[src/sv/sph_density_pressure_sum_defines.svh]
// Assertion macros shared by the density/pressure summation block.
`ifndef SPH_DENSITY_PRESSURE_SUM_DEFINES_SVH
`define SPH_DENSITY_PRESSURE_SUM_DEFINES_SVH

// Same-cycle implication, sampled on clock, off while reset is high.
`define SPH_ASSERT(lbl, ante, cons, msg) \
   lbl: assert property (@(posedge clock) disable iff (reset) (ante) |-> (cons)) \
      else $error(msg);

// Next-cycle implication, sampled on clock, off while reset is high.
`define SPH_ASSERT_NEXT(lbl, ante, cons, msg) \
   lbl: assert property (@(posedge clock) disable iff (reset) (ante) |=> (cons)) \
      else $error(msg);

`endif

[src/sv/sph_pkg.sv]
// Shared types and constants of the density/pressure summation block.
package sph_pkg;

   localparam int FRAC_BITS_DEF = 16;
   localparam int ROOT_STEPS    = 32;
   localparam int CSR_IDX_W     = 3;

   localparam logic [31:0] KERNEL_SCALE_RST = 32'd7450;

   // Configuration register indexes
   localparam logic [CSR_IDX_W-1:0] CSR_INV_H      = 3'd0;
   localparam logic [CSR_IDX_W-1:0] CSR_KSCALE     = 3'd1;
   localparam logic [CSR_IDX_W-1:0] CSR_REST       = 3'd2;
   localparam logic [CSR_IDX_W-1:0] CSR_INV_REST   = 3'd3;
   localparam logic [CSR_IDX_W-1:0] CSR_STIFFNESS  = 3'd4;

   // Datapath operations
   typedef enum logic [3:0] {
      OP_NONE,
      OP_LOAD,
      OP_SQX,
      OP_SQY,
      OP_ROOT_STEP,
      OP_MLO,
      OP_MHI,
      OP_MFIN,
      OP_POST,
      OP_DENS,
      OP_EMIT
   } op_type;

   // Fixed-point multiply jobs, in issue order
   typedef enum logic [3:0] {
      JOB_DIST,
      JOB_T2SQ,
      JOB_T2CU,
      JOB_T1SQ,
      JOB_T1CU,
      JOB_KERN,
      JOB_CONTRIB,
      JOB_RATIO,
      JOB_PRES
   } job_type;

   typedef struct packed {
      op_type  op;
      job_type job;
   } cmd_type;

   typedef struct packed {
      logic last;
      logic out_busy;
   } status_type;

endpackage

[src/sv/sph_ctrl.sv]
// Sequencer for the density/pressure summation: issues datapath commands per item.
`include "sph_density_pressure_sum_defines.svh"

module sph_ctrl
   import sph_pkg::*;
(
   input  logic       clock,
   input  logic       reset,
   input  logic       req_valid,
   output logic       req_stall,
   input  status_type status,
   output cmd_type    cmd
);

   localparam int CNT_W = $clog2(ROOT_STEPS);
   localparam logic [CNT_W-1:0] ROOT_LAST = CNT_W'(ROOT_STEPS - 1);

   typedef enum logic [3:0] {
      S_IDLE, S_SQX, S_SQY, S_ROOT, S_MLO, S_MHI, S_MFIN, S_POST, S_DENS, S_EMIT
   } state_type;

   state_type         state_ff, state_in;
   job_type           job_ff, job_in;
   logic [CNT_W-1:0]  cnt_ff, cnt_in;

   // Jobs whose result needs a follow-up step
   function automatic logic has_post(input job_type j);
      has_post = (j == JOB_DIST) || (j == JOB_T2CU) || (j == JOB_T1CU) ||
                 (j == JOB_CONTRIB) || (j == JOB_RATIO);
   endfunction

   function automatic job_type next_job(input job_type j);
      unique case (j)
         JOB_DIST:    next_job = JOB_T2SQ;
         JOB_T2SQ:    next_job = JOB_T2CU;
         JOB_T2CU:    next_job = JOB_T1SQ;
         JOB_T1SQ:    next_job = JOB_T1CU;
         JOB_T1CU:    next_job = JOB_KERN;
         JOB_KERN:    next_job = JOB_CONTRIB;
         JOB_RATIO:   next_job = JOB_PRES;
         default:     next_job = JOB_DIST;
      endcase
   endfunction

   // Where to go once a job is fully done
   function automatic state_type after_job(input job_type j, input logic last);
      priority if (j == JOB_CONTRIB) begin
         after_job = last ? S_DENS : S_IDLE;
      end else if (j == JOB_PRES) begin
         after_job = S_EMIT;
      end else begin
         after_job = S_MLO;
      end
   endfunction

   assign req_stall = (state_ff != S_IDLE);

   // Next state and command
   always_comb begin
      state_in = state_ff;
      job_in   = job_ff;
      cnt_in   = cnt_ff;
      cmd.op   = OP_NONE;
      cmd.job  = job_ff;
      unique case (state_ff)
         S_IDLE: begin
            if (req_valid) begin
               cmd.op   = OP_LOAD;
               state_in = S_SQX;
            end
         end
         S_SQX: begin
            cmd.op   = OP_SQX;
            state_in = S_SQY;
         end
         S_SQY: begin
            cmd.op   = OP_SQY;
            cnt_in   = '0;
            state_in = S_ROOT;
         end
         S_ROOT: begin
            cmd.op = OP_ROOT_STEP;
            cnt_in = cnt_ff + 1'b1;
            if (cnt_ff == ROOT_LAST) begin
               job_in   = JOB_DIST;
               state_in = S_MLO;
            end
         end
         S_MLO: begin
            cmd.op   = OP_MLO;
            state_in = S_MHI;
         end
         S_MHI: begin
            cmd.op   = OP_MHI;
            state_in = S_MFIN;
         end
         S_MFIN: begin
            cmd.op = OP_MFIN;
            if (has_post(job_ff)) begin
               state_in = S_POST;
            end else begin
               job_in   = next_job(job_ff);
               state_in = after_job(job_ff, status.last);
            end
         end
         S_POST: begin
            cmd.op   = OP_POST;
            job_in   = next_job(job_ff);
            state_in = after_job(job_ff, status.last);
         end
         S_DENS: begin
            cmd.op   = OP_DENS;
            job_in   = JOB_RATIO;
            state_in = S_MLO;
         end
         S_EMIT: begin
            if (!status.out_busy) begin
               cmd.op   = OP_EMIT;
               state_in = S_IDLE;
            end
         end
         default: state_in = S_IDLE;
      endcase
   end

   always_ff @(posedge clock) begin
      if (reset) begin
         state_ff <= S_IDLE;
         job_ff   <= JOB_DIST;
         cnt_ff   <= '0;
      end else begin
         state_ff <= state_in;
         job_ff   <= job_in;
         cnt_ff   <= cnt_in;
      end
   end

   `SPH_ASSERT(a_emit_free, cmd.op == OP_EMIT, !status.out_busy, "emit over a stalled result")
   `SPH_ASSERT_NEXT(a_load_seq, cmd.op == OP_LOAD, state_ff == S_SQX, "load not followed by squares")
   `SPH_ASSERT_NEXT(a_root_exit, (state_ff == S_ROOT) && (cnt_ff == ROOT_LAST),
      (state_ff == S_MLO) && (job_ff == JOB_DIST), "root loop did not hand over to distance")

endmodule

[src/sv/sph_datapath.sv]
// Datapath: config registers, shared multiplier, root unit, accumulator, result register.
`include "sph_density_pressure_sum_defines.svh"

module sph_datapath
   import sph_pkg::*;
#(
   parameter int FRAC_BITS = FRAC_BITS_DEF
) (
   input  logic                 clock,
   input  logic                 reset,
   input  logic signed [31:0]   req_center_x,
   input  logic signed [31:0]   req_center_y,
   input  logic signed [31:0]   req_neighbor_x,
   input  logic signed [31:0]   req_neighbor_y,
   input  logic [31:0]          req_neighbor_mass,
   input  logic                 req_last_neighbor,
   input  logic                 csr_valid,
   input  logic [CSR_IDX_W-1:0] csr_index,
   input  logic [31:0]          csr_data,
   input  cmd_type              cmd,
   output status_type           status,
   output logic                 rsp_valid,
   input  logic                 rsp_stall,
   output logic [31:0]          rsp_density,
   output logic [31:0]          rsp_pressure
);

   localparam logic [47:0] ONE_Q    = 48'd1 << FRAC_BITS;
   localparam logic [47:0] TWO_Q    = 48'd2 << FRAC_BITS;
   localparam logic [47:0] CAP_48   = {48{1'b1}};
   localparam logic [47:0] CAP_ACC  = {8'd0, {40{1'b1}}};
   localparam logic [47:0] CAP_32   = {16'd0, {32{1'b1}}};
   localparam logic [31:0] ONE_RST  = 32'd1 << FRAC_BITS;

   // Configuration
   logic [31:0] inv_h_ff, kscale_ff, rest_ff, inv_rest_ff, stiff_ff;

   // Item state
   logic [32:0] ax_ff, ay_ff;
   logic        shift_ff;
   logic [31:0] mass_ff;
   logic        last_ff;
   logic [63:0] sq_ff, rad_ff;
   logic [34:0] rem_ff;
   logic [31:0] root_ff;
   logic [63:0] plo_ff, phi_ff;
   logic [47:0] mres_ff;
   logic [31:0] t1_ff, t2_ff, inner_ff;
   logic [47:0] c2_ff, excess_ff;
   logic [31:0] dens_ff;

   // Run state
   logic [39:0] acc_ff;
   logic [1:0]  tally_ff;

   // Result register
   logic        rsp_valid_ff;
   logic [31:0] rsp_density_ff, rsp_pressure_ff;

   // Abs coordinate differences
   logic signed [32:0] dx, dy;
   logic [32:0]        ax_in, ay_in;
   always_comb begin
      dx    = 33'(req_center_x) - 33'(req_neighbor_x);
      dy    = 33'(req_center_y) - 33'(req_neighbor_y);
      ax_in = dx[32] ? 33'(-dx) : 33'(dx);
      ay_in = dy[32] ? 33'(-dy) : 33'(dy);
   end

   logic [31:0] hx, hy;
   logic [32:0] root_dist;
   assign hx        = shift_ff ? ax_ff[32:1] : ax_ff[31:0];
   assign hy        = shift_ff ? ay_ff[32:1] : ay_ff[31:0];
   assign root_dist = shift_ff ? {root_ff, 1'b0} : {1'b0, root_ff};

   // Multiplier operand select
   logic [31:0] mul_a;
   logic [47:0] mul_b;
   always_comb begin
      mul_a = '0;
      mul_b = '0;
      priority if (cmd.op == OP_SQX) begin
         mul_a = hx;
         mul_b = {16'd0, hx};
      end else if (cmd.op == OP_SQY) begin
         mul_a = hy;
         mul_b = {16'd0, hy};
      end else begin
         unique case (cmd.job)
            JOB_DIST:    begin mul_a = inv_h_ff;       mul_b = {15'd0, root_dist}; end
            JOB_T2SQ:    begin mul_a = t2_ff;          mul_b = {16'd0, t2_ff};    end
            JOB_T2CU:    begin mul_a = mres_ff[31:0];  mul_b = {16'd0, t2_ff};    end
            JOB_T1SQ:    begin mul_a = t1_ff;          mul_b = {16'd0, t1_ff};    end
            JOB_T1CU:    begin mul_a = mres_ff[31:0];  mul_b = {16'd0, t1_ff};    end
            JOB_KERN:    begin mul_a = kscale_ff;      mul_b = {16'd0, inner_ff}; end
            JOB_CONTRIB: begin mul_a = mass_ff;        mul_b = mres_ff;           end
            JOB_RATIO:   begin mul_a = dens_ff;        mul_b = {16'd0, inv_rest_ff}; end
            JOB_PRES:    begin mul_a = stiff_ff;       mul_b = excess_ff;         end
            default:     begin mul_a = '0;             mul_b = '0;                end
         endcase
      end
   end

   // One shared 32x32 multiplier; high half of b uses the upper 16 bits
   logic [63:0] prod;
   assign prod = mul_a * ((cmd.op == OP_MHI) ? {16'd0, mul_b[47:32]} : mul_b[31:0]);

   // Recombine partial products, scale and clamp
   logic [47:0] cap;
   logic [79:0] full, scaled;
   logic [47:0] mres_in;
   always_comb begin
      unique case (cmd.job)
         JOB_DIST:    cap = TWO_Q;
         JOB_CONTRIB: cap = CAP_ACC;
         JOB_PRES:    cap = CAP_32;
         default:     cap = CAP_48;
      endcase
      full    = {16'd0, plo_ff} + {phi_ff[47:0], 32'd0};
      scaled  = full >> FRAC_BITS;
      mres_in = (scaled > {32'd0, cap}) ? cap : scaled[47:0];
   end

   // Root step: two radicand bits per cycle
   logic [34:0] rem_sh, trial;
   assign rem_sh = {rem_ff[32:0], rad_ff[63:62]};
   assign trial  = {1'b0, root_ff, 2'b01};

   // Follow-up arithmetic
   logic [49:0] c1x4;
   logic [40:0] acc_sum;
   assign c1x4    = {mres_ff, 2'b00};
   assign acc_sum = {1'b0, acc_ff} + {1'b0, mres_ff[39:0]};

   // Configuration writes
   always_ff @(posedge clock) begin
      if (reset) begin
         inv_h_ff    <= ONE_RST;
         kscale_ff   <= KERNEL_SCALE_RST;
         rest_ff     <= ONE_RST;
         inv_rest_ff <= ONE_RST;
         stiff_ff    <= ONE_RST;
      end else if (csr_valid) begin
         priority case (csr_index)
            CSR_INV_H:     inv_h_ff    <= csr_data;
            CSR_KSCALE:    kscale_ff   <= csr_data;
            CSR_REST:      rest_ff     <= csr_data;
            CSR_INV_REST:  inv_rest_ff <= csr_data;
            CSR_STIFFNESS: stiff_ff    <= csr_data;
            default: ;
         endcase
      end
   end

   // Payload registers
   always_ff @(posedge clock) begin
      unique case (cmd.op)
         OP_LOAD: begin
            ax_ff    <= ax_in;
            ay_ff    <= ay_in;
            shift_ff <= ax_in[32] | ax_in[31] | ay_in[32] | ay_in[31];
            mass_ff  <= req_neighbor_mass;
            last_ff  <= req_last_neighbor;
         end
         OP_SQX: sq_ff <= prod;
         OP_SQY: begin
            rad_ff  <= sq_ff + prod;
            rem_ff  <= '0;
            root_ff <= '0;
         end
         OP_ROOT_STEP: begin
            rad_ff <= {rad_ff[61:0], 2'b00};
            if (rem_sh >= trial) begin
               rem_ff  <= rem_sh - trial;
               root_ff <= {root_ff[30:0], 1'b1};
            end else begin
               rem_ff  <= rem_sh;
               root_ff <= {root_ff[30:0], 1'b0};
            end
         end
         OP_MLO:  plo_ff  <= prod;
         OP_MHI:  phi_ff  <= prod;
         OP_MFIN: mres_ff <= mres_in;
         OP_POST: begin
            unique case (cmd.job)
               JOB_DIST: begin
                  t1_ff <= (mres_ff < ONE_Q) ? 32'(ONE_Q - mres_ff) : '0;
                  t2_ff <= (mres_ff < TWO_Q) ? 32'(TWO_Q - mres_ff) : '0;
               end
               JOB_T2CU: c2_ff <= mres_ff;
               JOB_T1CU: inner_ff <= ({2'b00, c2_ff} > c1x4) ?
                                     32'({2'b00, c2_ff} - c1x4) : '0;
               JOB_RATIO: excess_ff <= (mres_ff > ONE_Q) ? (mres_ff - ONE_Q) : '0;
               default: ;
            endcase
         end
         OP_DENS: dens_ff <= (tally_ff == 2'd1) ? rest_ff :
                             ((acc_ff[39:32] != 8'd0) ? {32{1'b1}} : acc_ff[31:0]);
         default: ;
      endcase
   end

   // Run accumulator and neighbor tally
   always_ff @(posedge clock) begin
      if (reset) begin
         acc_ff   <= '0;
         tally_ff <= '0;
      end else if (cmd.op == OP_EMIT) begin
         acc_ff   <= '0;
         tally_ff <= '0;
      end else if ((cmd.op == OP_POST) && (cmd.job == JOB_CONTRIB)) begin
         acc_ff   <= acc_sum[40] ? {40{1'b1}} : acc_sum[39:0];
         tally_ff <= (tally_ff == 2'd2) ? 2'd2 : tally_ff + 2'd1;
      end
   end

   // Result register
   always_ff @(posedge clock) begin
      if (reset) begin
         rsp_valid_ff <= 1'b0;
      end else if (cmd.op == OP_EMIT) begin
         rsp_valid_ff <= 1'b1;
      end else if (!rsp_stall) begin
         rsp_valid_ff <= 1'b0;
      end
   end

   always_ff @(posedge clock) begin
      if (cmd.op == OP_EMIT) begin
         rsp_density_ff  <= dens_ff;
         rsp_pressure_ff <= mres_ff[31:0];
      end
   end

   assign rsp_valid       = rsp_valid_ff;
   assign rsp_density     = rsp_density_ff;
   assign rsp_pressure    = rsp_pressure_ff;
   assign status.last     = last_ff;
   assign status.out_busy = rsp_valid_ff & rsp_stall;

   `SPH_ASSERT(a_tally_range, 1'b1, tally_ff != 2'd3, "neighbor tally out of range")
   `SPH_ASSERT_NEXT(a_emit_clears, cmd.op == OP_EMIT,
      (acc_ff == '0) && (tally_ff == '0) && rsp_valid_ff, "emit did not close the run")
   `SPH_ASSERT_NEXT(a_lone_density, (cmd.op == OP_DENS) && (tally_ff == 2'd1),
      dens_ff == $past(rest_ff), "lone particle did not take rest density")

endmodule

[src/sv/sph_density_pressure_sum.sv]
// Each neighbor item runs setup (load, x square, y square), 32 root steps, 7 multiplies
// (low, high and finish steps each) and 4 follow-up steps; a last item adds density and pressure.
// Throughput: one item at a time, set by the two-bits-per-step root and the single shared
// 32x32 multiplier. A finished result waits in its own register while the next run starts.
// Reset (synchronous, active high) restores register defaults and clears the run state.
// Top level of the SPH cubic-spline density and pressure summation block.
module sph_density_pressure_sum
   import sph_pkg::*;
#(
   parameter int FRAC_BITS = FRAC_BITS_DEF
) (
   input  logic                 clock,
   input  logic                 reset,
   input  logic                 req_valid,
   output logic                 req_stall,
   input  logic signed [31:0]   req_center_x,
   input  logic signed [31:0]   req_center_y,
   input  logic signed [31:0]   req_neighbor_x,
   input  logic signed [31:0]   req_neighbor_y,
   input  logic [31:0]          req_neighbor_mass,
   input  logic                 req_last_neighbor,
   output logic                 rsp_valid,
   input  logic                 rsp_stall,
   output logic [31:0]          rsp_density,
   output logic [31:0]          rsp_pressure,
   input  logic                 csr_valid,
   output logic                 csr_ready,
   input  logic [CSR_IDX_W-1:0] csr_index,
   input  logic [31:0]          csr_data
);

   cmd_type    cmd;
   status_type status;

   assign csr_ready = 1'b1;

   sph_ctrl u_ctrl (
      .clock     (clock),
      .reset     (reset),
      .req_valid (req_valid),
      .req_stall (req_stall),
      .status    (status),
      .cmd       (cmd)
   );

   sph_datapath #(
      .FRAC_BITS (FRAC_BITS)
   ) u_datapath (
      .clock             (clock),
      .reset             (reset),
      .req_center_x      (req_center_x),
      .req_center_y      (req_center_y),
      .req_neighbor_x    (req_neighbor_x),
      .req_neighbor_y    (req_neighbor_y),
      .req_neighbor_mass (req_neighbor_mass),
      .req_last_neighbor (req_last_neighbor),
      .csr_valid         (csr_valid),
      .csr_index         (csr_index),
      .csr_data          (csr_data),
      .cmd               (cmd),
      .status            (status),
      .rsp_valid         (rsp_valid),
      .rsp_stall         (rsp_stall),
      .rsp_density       (rsp_density),
      .rsp_pressure      (rsp_pressure)
   );

endmodule
[config.mk]
export PLATFORM = sky130hd
export DESIGN_NAME = sph_density_pressure_sum
export DESIGN_NICKNAME = d
export VERILOG_FILES = /design/src/sv/sph_pkg.sv /design/src/sv/sph_ctrl.sv /design/src/sv/sph_datapath.sv /design/src/sv/sph_density_pressure_sum.sv
export VERILOG_INCLUDE_DIRS = /design/src /design/src/sv
export SDC_FILE = /design/constraint.sdc
export NUM_CORES = 2
export LEC_CHECK = 0
export ABC_AREA = 1
export BUFFER_PORTS_ARGS = -buffer_cell sky130_fd_sc_hd__buf_2
export CAP_MARGIN = 40
export CELL_PAD_IN_SITES_DETAIL_PLACEMENT = 1
export CELL_PAD_IN_SITES_GLOBAL_PLACEMENT = 2
export CORE_MARGIN = 1
export CORE_UTILIZATION = 42
export DETAILED_ROUTE_END_ITERATION = 10
export PLACE_DENSITY = 0.84
export RECOVER_POWER = 100
export SYNTH_ARGS = -nofsm -noshare
export SYNTH_HDL_FRONTEND = slang
export SYNTH_SLANG_ARGS = --single-unit
[constraint.sdc]
create_clock -name clock -period 32.9 [get_ports clock]
set_input_delay 3.29 -clock clock [delete_from_list [all_inputs] [get_ports clock]]
set_output_delay 3.29 -clock clock [all_outputs]
set_load 0.005 [all_outputs]
==> results.md <==
* Register area share after synthesis at 0.283
* Hold Vio Cnt, Final at 0
* CTS tree: done
* CTS Buffer Depth at 3
* # rows at 171
* Violated checks: max-capacitance violations, max-slew violations
* TritonRoute pass-1 iters at 8
* Ys Warns at 0
* Clock sink count at 941
* Routed vias at 85741
* Required @ worst endpoint at 33.40 ns
* Yosys cell types at 60
* Die height at 471 um
* Synthesized flop and latch total at 941
* Clock transition at path regs at 0.06 ns
* Htree depth at 3
* Status: finished with violations
* PostCTS Resize Cnt at 0
* Vias in the first global route at 89236
* Final HPWL DP at 350000 um
* Final hold slack at 0.460 ns
* Worst-Skew Late Latency at 0.79 ns
* R2R setup slack at 13.66 ns
* Setup violations, final at 0
* Area grow syn2layout at 9.54%
* Critical path launch point: rsp_stall
* Core ar. at 218000 um^2
* Period utilisation layout at 0.651
* WS Path Type: in2reg
* Largest net degree at the start of global routing at 80
* Post-layout min period at 21.42 ns
* Initial DRC Count at roughly 8400
* GRT Residual Overflow at 0
* Starting density of the core at 0.424
* Synth Area per Inst at 7.96 um^2
* RSZ-0062 raised after global routing: no
* Layout cell share with drive strength beyond 1 at 0.0567
* Worst Tran Pin Value at 4.16 ns
* # hold bufs at CTS at 0
* Type of origin of the critical path: input pin
* CTS root buf: clkbuf_16
* IO Pins at 268
* Highest cell delay on the worst timing path at about 2.8 ns
* Critical-path top delay cell: clkbuf_1
* Max Transition Viols Final at 1435
* Avg Vias per Cell at 5.79
* Clock buffer count from CTS at 107
* Max cap viols at 31
* Fraction of registers with async set/reset at 0
* Crit path arrival time at 21.93 ns
* Post-Route WL at around 430000 um
* Hold Path Origin: u_datapath.dens_ff[9]$_DFFE_PN_
* Leading cell type in the layout, fill and taps excluded: nand2_1
* Top FF cell, synth: edfxtp_1
* Initial antenna violation count at 34
* # nets final at 13564
* Total die area at between 200000 and 250000 um^2
* Class of the tightest hold or removal check: reg2reg
* Setup Skew at 0.0758 ns
* Slew HR at -1.77
* Most frequent cells in the layout: nand2_1, inv_1, nor2_1
* Die W at ~470 um
* CP max FO at 65
* Syn Inst Count at 11593
* Reg-to-reg startpoint: u_ctrl.state_ff[0]$_SDFFE_PP0P_
* WL per Instance at 29.2 um
* Final ANT Viol Nets at 0
* GRT Overall Usage at 0.386
* Setup tns final at 0 ns
* Port Buffer Count at 266
* Setup Fix Bufs, Post-CTS at 0
* Setup crit end kind: flop
* Synth Cell Area at 92300 um^2
* Residual DRC at 0
* First-pass GRT wire length at 622000 um
* Max Freq at 46.7 MHz
* Number of synthesized flops with an enable pin at 725
* RePlAce Congestion at 1.01
-- cell families (layout without fill, tap and decap cells) --
| family | Yosys count | count (layout) | share of synthesized area |
|---|---|---|---|
| AND/OR/NAND/NOR | 4797 | 4797 | 0.208 |
| buffers and inverters | 2381 | 2728 | 0.100 |
| AO/OA/AOI/OAI | 1673 | 1673 | 0.104 |
| adder cells (fa/ha/maj) | 1501 | 1501 | 0.277 |
| flip-flops | 941 | 941 | 0.283 |
| XOR/XNOR | 298 | 298 | 0.0283 |
| other | 2 | 23 | 0.0000814 |
-- area by class of cell --
type,count,area (um^2)
Inverter,2027,7610
Tap cell,2854,3570
Fill cell,26647,117000
Multi-Input combinational cell,8284,57100
Clock buffer,129,2980
Antenna cell,8,20.0
Timing Repair Buffer,501,2800
Sequential cell,941,26100
Clock inverter,71,875
-- critical path: cells and delay by family --
kind,cells,cell delay (ns)
buffers and inverters,14,6.69
AO/OA/AOI/OAI,10,2.98
adder cells (fa/ha/maj),10,5.02
XOR/XNOR,1,0.65
AND/OR/NAND/NOR,13,3.22
-- cells in the mapped netlist (8+ instances only) --
cell / number / area [um^2]
a2111oi_0: 16 / 140
a211oi_1: 10 / 75.1
a21boi_0: 8 / 60.1
a21o_1: 46 / 345
a21oi_1: 579 / 2900
a221oi_1: 59 / 517
a22o_1: 27 / 236
a22oi_1: 25 / 188
a31oi_1: 99 / 619
and2_1: 9 / 56.3
and3_1: 12 / 75.1
buf_1: 13 / 48.8
buf_2: 148 / 741
buf_4: 23 / 173
clkbuf_1: 168 / 631
dfxtp_1: 216 / 4320
edfxtp_1: 725 / 21800
fa_1: 902 / 18100
ha_1: 599 / 7490
inv_1: 1960 / 7360
inv_2: 61 / 229
nand2_1: 2359 / 8850
nand2_2: 19 / 119
nand3_1: 359 / 1800
nand3b_1: 22 / 165
nand4_1: 102 / 638
nor2_1: 1747 / 6560
nor2_2: 9 / 56.3
nor3_1: 91 / 455
nor4_1: 33 / 206
o2111ai_1: 30 / 263
o211ai_1: 27 / 203
o21a_1: 27 / 203
o21ai_0: 612 / 3060
o21ai_1: 20 / 100
o21bai_1: 25 / 188
o221ai_1: 10 / 87.6
o22ai_1: 33 / 206
or2_2: 25 / 156
xnor2_1: 97 / 850
xor2_1: 201 / 1760
-- metrics by stage --
stage	instances	util	worst slack (ns)	instance area (um^2)
2_1_floorplan	11606	-	18.50	92300
3_3_place_gp	14540	0.446	14.58	97200
3_5_place_dp	14602	0.449	15.44	97900
4_1_cts	14802	0.467	16.23	102000
5_1_grt	14808	0.464	11.11	101000
6_report	14815	0.464	11.48	101000
-- sequential cells by signal (all words and copies together) (netlist names), 33 cells and up --
| name | flops |
|---|---|
| u_datapath.acc_ff | 40 |
| u_datapath.ax_ff | 33 |
| u_datapath.ay_ff | 33 |
| u_datapath.c2_ff | 48 |
| u_datapath.excess_ff | 48 |
| u_datapath.mres_ff | 48 |
| u_datapath.phi_ff | 48 |
| u_datapath.plo_ff | 48 |
| u_datapath.rad_ff | 64 |
| u_datapath.rem_ff | 33 |
| u_datapath.sq_ff | 64 |
-- metal layers --
metal	part of all wire	track usage	vias to the layer above	wire [um]
met3	0.093	0.0879	862	40100
li1	-	-	37443	-
met4	0.054	0.170	18	23300
met1	0.41	0.508	43491	177000
met2	0.44	0.605	3927	192000
met5	0.00028	0	-	119
-- worst paths after layout --
path / cells after the start / endpoint
worst min register to register: 0 / u_datapath.rsp_density[9]$_DFFE_PP_
worst min-delay path: 0 / u_datapath.rsp_density[9]$_DFFE_PP_
worst max-delay path: 48 / u_datapath.rad_ff[55]$_DFFE_PP_
worst max register to register: 48 / u_datapath.rad_ff[55]$_DFFE_PP_
Power is left out: the tool's default activity adds up to more than one toggle a clock period on the data nets, which glitch-free logic cannot reach.
